===== src/sv/wws_pkg.sv =====
// Shared types, constants and helpers for the Wiener weight solver.
package wws_pkg;

    localparam int NUM_TAPS = 8;
    localparam int ROW_ENT  = NUM_TAPS + 1;
    localparam int ACC_W    = 48;
    localparam int W_W      = 32;
    localparam logic [3:0] B_COL = 4'd8;

    typedef logic signed [ACC_W-1:0] t_acc;
    typedef logic [ROW_ENT-1:0][ACC_W-1:0] t_row;

    typedef struct packed {
        logic signed [15:0] sample0;
        logic signed [15:0] sample1;
        logic signed [15:0] sample2;
        logic signed [15:0] sample3;
        logic signed [15:0] sample4;
        logic signed [15:0] sample5;
        logic signed [15:0] sample6;
        logic signed [15:0] sample7;
        logic signed [15:0] desired;
        logic               last_row;
    } t_request;

    typedef struct packed {
        logic [2:0]         weight_index;
        logic signed [31:0] weight;
        logic               singular;
        logic               last_weight;
    } t_result;

    typedef struct packed {
        logic        start;
        logic [63:0] num;
        logic [47:0] den;
        logic        frac16;
        logic [32:0] lim;
    } t_div_req;

    typedef struct packed {
        logic        done;
        logic [32:0] quot;
    } t_div_rsp;

    typedef enum logic [4:0] {
        S_IDLE, S_ACC, S_PV_RD, S_PV_CMP, S_PV_CHK,
        S_SW_RDP, S_SW_RDK, S_SW_WRP, S_SW_WRK,
        S_EL_RD, S_EL_LD, S_EL_DIV, S_EL_COL, S_EL_WR,
        S_MUL0, S_MUL1, S_MUL_UPD,
        S_BS_RD, S_BS_LD, S_BS_COL, S_BS_DIV, S_BS_WAIT,
        S_OUT
    } t_state;

    function automatic logic [47:0] sat48(input logic signed [65:0] v);
        if (v[65:47] == {19{v[47]}}) return v[47:0];
        else if (v[65]) return {1'b1, 47'b0};
        else return {1'b0, {47{1'b1}}};
    endfunction

    function automatic logic [63:0] sat64(input logic signed [65:0] v);
        if (v[65:63] == {3{v[63]}}) return v[63:0];
        else if (v[65]) return {1'b1, 63'b0};
        else return {1'b0, {63{1'b1}}};
    endfunction

    function automatic logic [47:0] mag48(input logic [47:0] a);
        return a[47] ? 48'(-a) : a;
    endfunction

    function automatic logic [63:0] mag64(input logic [63:0] a);
        return a[63] ? 64'(-a) : a;
    endfunction

    function automatic logic [31:0] mag32(input logic [31:0] a);
        return a[31] ? 32'(-a) : a;
    endfunction

endpackage


===== src/sv/wws_divider.sv =====
// Restoring fractional divider, one quotient bit per cycle, saturating.
module wws_divider (
    input  logic              i_clk,
    input  logic              i_rst_n,
    input  wws_pkg::t_div_req i_req,
    output wws_pkg::t_div_rsp o_rsp
);
    import wws_pkg::*;

    logic        r_run;
    logic [6:0]  r_cnt;
    logic [6:0]  r_last_cnt;
    logic [93:0] r_dvd;
    logic [47:0] r_den;
    logic [47:0] r_rem;
    logic [32:0] r_q;
    logic        r_ovf;
    logic [32:0] r_lim;
    logic        r_done;
    logic [32:0] r_quot;

    logic [48:0] trial;
    logic        ge;
    logic [48:0] diff;
    logic [32:0] q_nxt;
    logic        ovf_nxt;

    always_comb begin
        trial   = {r_rem, r_dvd[93]};
        ge      = trial >= {1'b0, r_den};
        diff    = trial - {1'b0, r_den};
        q_nxt   = {r_q[31:0], ge};
        ovf_nxt = r_ovf | r_q[32];
    end

    always_ff @(posedge i_clk) begin
        if (!i_rst_n) begin
            r_run  <= 1'b0;
            r_done <= 1'b0;
        end else begin
            r_done <= 1'b0;
            if (i_req.start) begin
                r_run <= 1'b1;
            end else if (r_run && r_cnt == r_last_cnt) begin
                r_run  <= 1'b0;
                r_done <= 1'b1;
            end
        end
    end

    always_ff @(posedge i_clk) begin
        if (i_req.start) begin
            r_dvd      <= {i_req.num, 30'b0};
            r_den      <= i_req.den;
            r_rem      <= '0;
            r_q        <= '0;
            r_ovf      <= 1'b0;
            r_cnt      <= '0;
            r_last_cnt <= i_req.frac16 ? 7'd79 : 7'd93;
            r_lim      <= i_req.lim;
        end else if (r_run) begin
            r_dvd <= {r_dvd[92:0], 1'b0};
            r_rem <= ge ? diff[47:0] : trial[47:0];
            r_q   <= q_nxt;
            r_ovf <= ovf_nxt;
            r_cnt <= r_cnt + 7'd1;
            if (r_cnt == r_last_cnt) begin
                r_quot <= (ovf_nxt || q_nxt > r_lim) ? r_lim : q_nxt;
            end
        end
    end

    assign o_rsp.done = r_done;
    assign o_rsp.quot = r_quot;

endmodule


===== config.mk =====
export PLATFORM = sky130hd
export DESIGN_NAME = wws_divider
export DESIGN_NICKNAME = d
export VERILOG_FILES = /design/src/sv/wws_pkg.sv /design/src/sv/wws_divider.sv
export SDC_FILE = /design/constraint.sdc
export NUM_CORES = 1
export LEC_CHECK = 0
export BUFFER_PORTS_ARGS = -buffer_cell sky130_fd_sc_hd__buf_4
export CORE_UTILIZATION = 53
export CTS_CLUSTER_DIAMETER = 30
export CTS_CLUSTER_SIZE = 8
export DETAILED_ROUTE_END_ITERATION = 12
export GPL_ROUTABILITY_DRIVEN = 0
export HOLD_SLACK_MARGIN = 0.03
export PLACE_DENSITY = 0.77
export SLEW_MARGIN = 20
export SYNTH_ARGS = -nofsm -noshare
export SYNTH_HDL_FRONTEND = slang
export SYNTH_SLANG_ARGS = --single-unit

===== constraint.sdc =====
create_clock -name i_clk -period 4 [get_ports i_clk]
set_input_delay 0.2 -clock i_clk [delete_from_list [all_inputs] [get_ports i_clk]]
set_output_delay 0.2 -clock i_clk [all_outputs]
set_load 0.02 [all_outputs]

==> results.cfg, run 1 <==
[clock_network]
cts_tree = yes
cts_htree_levels = 2
clk_pin_slew_worst_paths_ns = 0.04
cts-root-buf = clkbuf_16
clock_latency_ns = 0.57
cts_buffers = 56
cts_sinks = 271
clk_path_buf_depth = 3

[detailed_routing]
detail_route.drc_violations = 0
detail-route-antenna-nets = 0
firstDrtPassIters = 6
drtIter0Drc = 848
drt_wl_total_um = 38800
vias = 11600
post_drt_wl_per_cell_um = 18.9
avgViaCountPerCell = 5.64

[run_status]
violations = negative setup slack
status = complete, but fails checks

[synth]
yosysTopAreaCell = edfxtp_1
ys_ff_latch = 271
synth_top_area_share_pct = 38.4
ys_warn_count = 0
synth_top_flop_cell = edfxtp_1
synth.distinct_cells = 74
yosysSeqAreaShare_pct = 51.3
synth-edff-count = 180
synth_cells = 1263
async_reset_ff_share_pct = 0
syn_avg_cell_area_um2 = 11.1
synth_area_leaders = edfxtp_1 (38%), dfxtp_1 (13%), mux2_2 (7.7%)
syn-num-nets = 1495
netlist_area_um2 = 14100

[floorplanning]
start_util_pct = 54.0
die_x_um = 165
pin_count = 183
die_h_um = 165
core_area_um2 = 26100
die_area_um2 = 27200
fp-row-count = 59

[timing]
skew_ns = 0.0392
timing.final.hold_violations = 0
period_needed_ns = 4.15
hold_ws_ns = 0.247
finalMaxSlewViolations = 0
worst_slew_pin_slew_ns = 0.949
setup-tns-final_ns = -3.68
fmax_mhz = 241
max-slew-margin-rel_pct = 36.7
setup_viol = 33
grt_setup_unrepaired = true
setup_slack_ns = -0.147
finalCritPeriodShare_pct = 104

[global_route]
grt.overflow.total = 0
grt_pass1_vias = 11700
grt_first_pass_wirelength_um = 59500
grt_use_total_pct = 27.9
grt_max_degree = 84
antenna_found_initial = 1

[placed_design]
placed_area_um2 = 16200
hpwl_um = 21900
numPortBuffers = 182

[worst_hold_path]
hold_class = in -> reg

[critical_path]
end_kind = flip-flop
crit_fanout = 6
setup.worst_path.start_class = flip-flop
arrival_ns = 4.44
path_class = reg -> reg
cp.required_ns = 4.29

[cells_and_area]
final_cell_mix = buf_4 (249), edfxtp_1 (180), dlygate4sd3_1 (147)
fin_area_um2 = 20100
areaGrowthSynthToFinish_pct = 42.6
nFillCells = 1551
final_common_cell = buf_4
nNetsFinal = 1901
drive_gt1_share_pct = 29.7

[job]
maxCapViolCount = 0

[pwr]
powerDensity_nw_per_um2 = 455
p_leak_uw = 0.00866
vdd_drop_max_mv = 0.457
-- logic make-up after synthesis --
family	synth area share (%)
AO/OA/AOI/OAI	13.8
XOR/XNOR	3.05
adder cells (fa/ha/maj)	7.43
buffers and inverters	4.60
flip-flops	51.3
multiplexers	10.6
AND/OR/NAND/NOR	9.19
-- Yosys cell counts, drive strengths merged (5+ instances only) --
cell and instances:
o21a 10, edfxtp 180, xor2 23, ha 82, a211oi 34, mux2 96, o31ai 7, a21o 30
mux2i 41, xnor2 26, buf 20, nor3 13, dfxtp 91, nand4 21, o211ai 9, o311ai 6
a32oi 8, nor4 8, nand3 16, nor2b 5, a31oi 11, o21ai 51, and3 8, a21oi 90
inv 95, nand2 63, clkbuf 41, nor2 118
-- sequential cells by signal (all words and copies together), names as in the netlist --
register    count
r_run           1
r_rem          48
r_den          48
r_lim          33
r_q            33
r_dvd          64
r_quot         33
r_ovf           1
r_last_cnt      2
r_done          1
r_cnt           7
-- power by group --
group | internal, uW | switching, uW | leakage [uW]
clock | 3190 | 1490 | 0.000925
sequential | 3180 | 97.0 | 0.00250
combinational | 590 | 572 | 0.00523
-- layout make-up --
cell class              instances  area (um2)  share of cell area (%)
flip-flops and latches        271        7230                    36.0
inverters                      95         357                    1.78
well taps                     335         419                    2.09
repair buffers                409        3560                    17.8
clock inverters                23         340                    1.70
clock buffers                  82        1590                    7.92
multi-input cells             836        6570                    32.7
diodes                          1        2.50                  0.0125
-- worst max-delay path: stages (launching register included) --
cell and delay (ns):
edfxtp_1 0.31, inv_1 0.04, ha_1 0.34, a21oi_2 0.20, o21ai_0 0.11, a31o_2 0.25, o211ai_1 0.30, a31oi_1 0.15
a211o_2 0.34, inv_2 0.10, ha_4 0.13, nor3_2 0.03, nor2_1 0.13, o211ai_1 0.12, a21oi_1 0.17, a211oi_1 0.09
nor4b_1 0.30, a41o_2 0.20, buf_6 0.14, buf_12 0.14, mux2_4 0.31
-- per-layer routing --
metal | global-route usage, % | share of wire [%]
met3 | 5.52 | 5.6
met2 | 49.8 | 51
met1 | 33.3 | 40
met5 | 0 | 0
met4 | 9.80 | 2.9
-- through the flow --
step / util [%] / setup slack (ns) / std cells / total power (uW)
global placement: 62.2 / -0.0414 / 1786 / 4260
floorplan: - / 0.00147 / 1263 / 3910
finish: 77.0 / -0.147 / 2052 / 9120
CTS: 75.9 / -0.0755 / 2047 / 9060
detailed placement: 62.2 / -0.155 / 1786 / 4280
global route: 77.0 / -0.265 / 2052 / 9420
-- timing repair --
action / CTS / global route
pin swaps: 11 / 18
hold endpoints to repair: 149 / 0
hold buffers: 147 / 0
setup endpoints to repair: 33 / 33
cloned: 3 / 0
buffers inserted: 6 / 5
gates resized for setup: 14 / 56
-- worst paths after layout --
| check | startpoint | end | slack, ns | cells past startpoint |
|---|---|---|---|---|
| max | r_den[12]$_DFFE_PP_ | r_quot[7]$_DFFE_PP_ | -0.15 | 20 |
| max reg2reg | r_den[12]$_DFFE_PP_ | r_quot[7]$_DFFE_PP_ | -0.15 | 20 |
| min | i_req[146] | r_den[38]$_DFFE_PP_ | 0.25 | 1 |
| min reg2reg | r_rem[33]$_SDFFE_PP0P_ | r_rem[33]$_SDFFE_PP0P_ | 0.48 | 2 |
No activity file was read; power rests on OpenSTA's default activity.
==> run 2, diff against run 1 <==
PLACE_DENSITY = 0.86   (was 0.77)
==> run 2 against run 1 <==
Against the previous run: the run still ends with negative setup slack left; die area unchanged; first-iteration DRC count grew 22%; register-to-register slack got worse by 0.44 ns; clock skew increased by 0.030 ns; flip-flop and latch count unchanged; cell count rose by 0.44%; worst setup slack got worse by 0.44 ns; utilization grew 0.68 points; sequential power about the same; clock power up 5.1%; global-route usage grew 3.4 points; count of clock-buffer cells in the layout is 11 lower; critical endpoint is now r_quot[14]$_DFFE_PP_; largest power group unchanged.
==> results.cfg, run 2 (synthesis gave the netlist of run 1 again) <==
[worst_hold_path]
hold_class = in -> reg
holdPathEnd = r_cnt[4]$_SDFFE_PP0P_
hold_path_depth = 2
hp-start = i_req[146]

[clock_network]
cts_buffers = 57
clock_latency_ns = 0.61
clk_path_buf_depth = 3
cts_sinks = 271
cts-root-buf = clkbuf_16
cts_htree_levels = 2
cts_tree = yes
clk_pin_slew_worst_paths_ns = 0.05

[timing]
skew_ns = 0.0696
grt_setup_unrepaired = true
timing.final.hold_violations = 0
period_needed_ns = 4.59
fmax_mhz = 218
setup_slack_ns = -0.589
finalCritPeriodShare_pct = 115
finalMaxSlewViolations = 0
worst_slew_pin_slew_ns = 0.982
setup_viol = 33
hold_ws_ns = 0.160
max-slew-margin-rel_pct = 34.6
setup-tns-final_ns = -17.03

[detailed_routing]
detail-route-antenna-nets = 0
drtIter0Drc = 1032
firstDrtPassIters = 5
vias = 12200
detail_route.drc_violations = 0
avgViaCountPerCell = 5.92
post_drt_wl_per_cell_um = 21.7
drt_wl_total_um = 44600

[critical_path]
setup.worst_path.start_class = flip-flop
crit_fanout = 7
cp.required_ns = 4.33
path_class = reg -> reg
worstRegToRegCells = 20
arrival_ns = 4.92
end_kind = flip-flop
r2r_slack_ns = -0.59
reg2reg_to = r_quot[14]$_DFFE_PP_
r2r_start = r_den[34]$_DFFE_PP_

[cells_and_area]
diodes = 0
final_cell_mix = buf_4 (259), edfxtp_1 (180), dlygate4sd3_1 (147)
nFillCells = 1435
regMostFlops = r_dvd
top_regs = r_dvd: 64 flops, r_den: 48 flops, r_rem: 48 flops
areaGrowthSynthToFinish_pct = 43.9
fin_area_um2 = 20200
drive_gt1_share_pct = 30.8
final_util_pct = 77.7
nNetsFinal = 1909
largest_reg_flops = 64
final_common_cell = buf_4

[floorplanning]
core_area_um2 = 26100
die_h_um = 165
die_x_um = 165
start_util_pct = 54.0
fp-row-count = 59
die_area_um2 = 27200
pin_count = 183

[job]
maxCapViolCount = 0

[pwr]
powerDensity_nw_per_um2 = 466
power_uw = 9430
p_leak_uw = 0.00875
vdd_drop_max_mv = 0.523

[run_status]
violations = negative setup slack
status = complete, but fails checks

[global_route]
grt_first_pass_wirelength_um = 65600
antenna_found_initial = 0
grt_use_total_pct = 31.3
grt_pass1_vias = 12800
grt.overflow.total = 0
grt_max_degree = 97

[placed_design]
numPortBuffers = 182
placed_area_um2 = 16200
hpwl_um = 23200
==> run 2: changes by cell type in the layout (fill, tap and decap cells not counted), moves of 3 or more <==
| cell | delta |
|---|---|
| buf_4 | +10 |
| clkbuf_1 | -8 |
| clkbuf_8 | -4 |
| clkinv_1 | +4 |
| clkinv_2 | +3 |
| clkinv_4 | +3 |
==> run 2: per-stage QoR <==
stage               cells  setup WS, ns
finish               2061        -0.589
global route         2061        -0.743
CTS                  2060       -0.0705
detailed placement   1784        -0.196
global placement     1784        0.0122
floorplan            1263       0.00147
==> run 2: how the worst max path moves through the flow <==
stage / from / end / slack, ns / cells past startpoint
floorplan: r_den[34]$_DFFE_PP_ / r_quot[10]$_DFFE_PP_ / 0.001 / 23
global placement: r_den[6]$_DFFE_PP_ / r_quot[7]$_DFFE_PP_ / 0.01 / 19
detailed placement: r_den[8]$_DFFE_PP_ / r_quot[2]$_DFFE_PP_ / -0.20 / 19
CTS: r_den[8]$_DFFE_PP_ / r_quot[11]$_DFFE_PP_ / -0.07 / 21
global route: r_den[34]$_DFFE_PP_ / r_quot[14]$_DFFE_PP_ / -0.74 / 20
finish: r_den[34]$_DFFE_PP_ / r_quot[14]$_DFFE_PP_ / -0.59 / 20
==> run 2: area by class of cell <==
type | instances | area (um2) | area share [%]
clock buffer | 71 | 1530 | 7.55
clock inverter | 37 | 494 | 2.44
inverter | 95 | 357 | 1.76
multi-input combinational | 836 | 6620 | 32.7
sequential | 271 | 7230 | 35.7
tap | 335 | 419 | 2.07
timing repair buffer | 416 | 3600 | 17.8
==> run 2: worst max-delay path, stage by stage (launching register included) <==
cell	delay, ns
edfxtp_1	0.32
inv_1	0.05
ha_1	0.33
buf_4	0.17
nand4_1	0.15
nor4_1	0.47
nand3_1	0.18
a31oi_1	0.21
a211o_2	0.18
inv_2	0.07
ha_4	0.16
nor3_4	0.12
nor2_2	0.06
o211ai_1	0.18
a21oi_2	0.12
a211oi_2	0.50
nor4b_2	0.15
a41o_2	0.29
buf_6	0.14
buf_16	0.15
mux2_4	0.35
==> run 2: what timing repair did <==
item	CTS	global route
setup endpoints to repair	33	37
cloned	3	0
pin swaps	17	17
endpoints found under the hold margin	149	0
hold buffers	147	0
buffers inserted	19	4
resized for setup	27	49
==> run 2: power by group <==
group | internal (uW) | total [uW] | switching [uW]
clock | 3290 | 4920 | 1620
combinational | 595 | 1220 | 623
sequential | 3180 | 3290 | 110
==> run 2: routing by layer <==
| metal | GRT usage, % | vias up | part of all wire (%) |
|---|---|---|---|
| li1 | - | 5486 | - |
| met1 | 33.5 | 5785 | 36 |
| met2 | 56.4 | 690 | 51 |
| met3 | 6.25 | 245 | 7.0 |
| met4 | 19.6 | 0 | 6.5 |
| met5 | 0 | - | 0 |
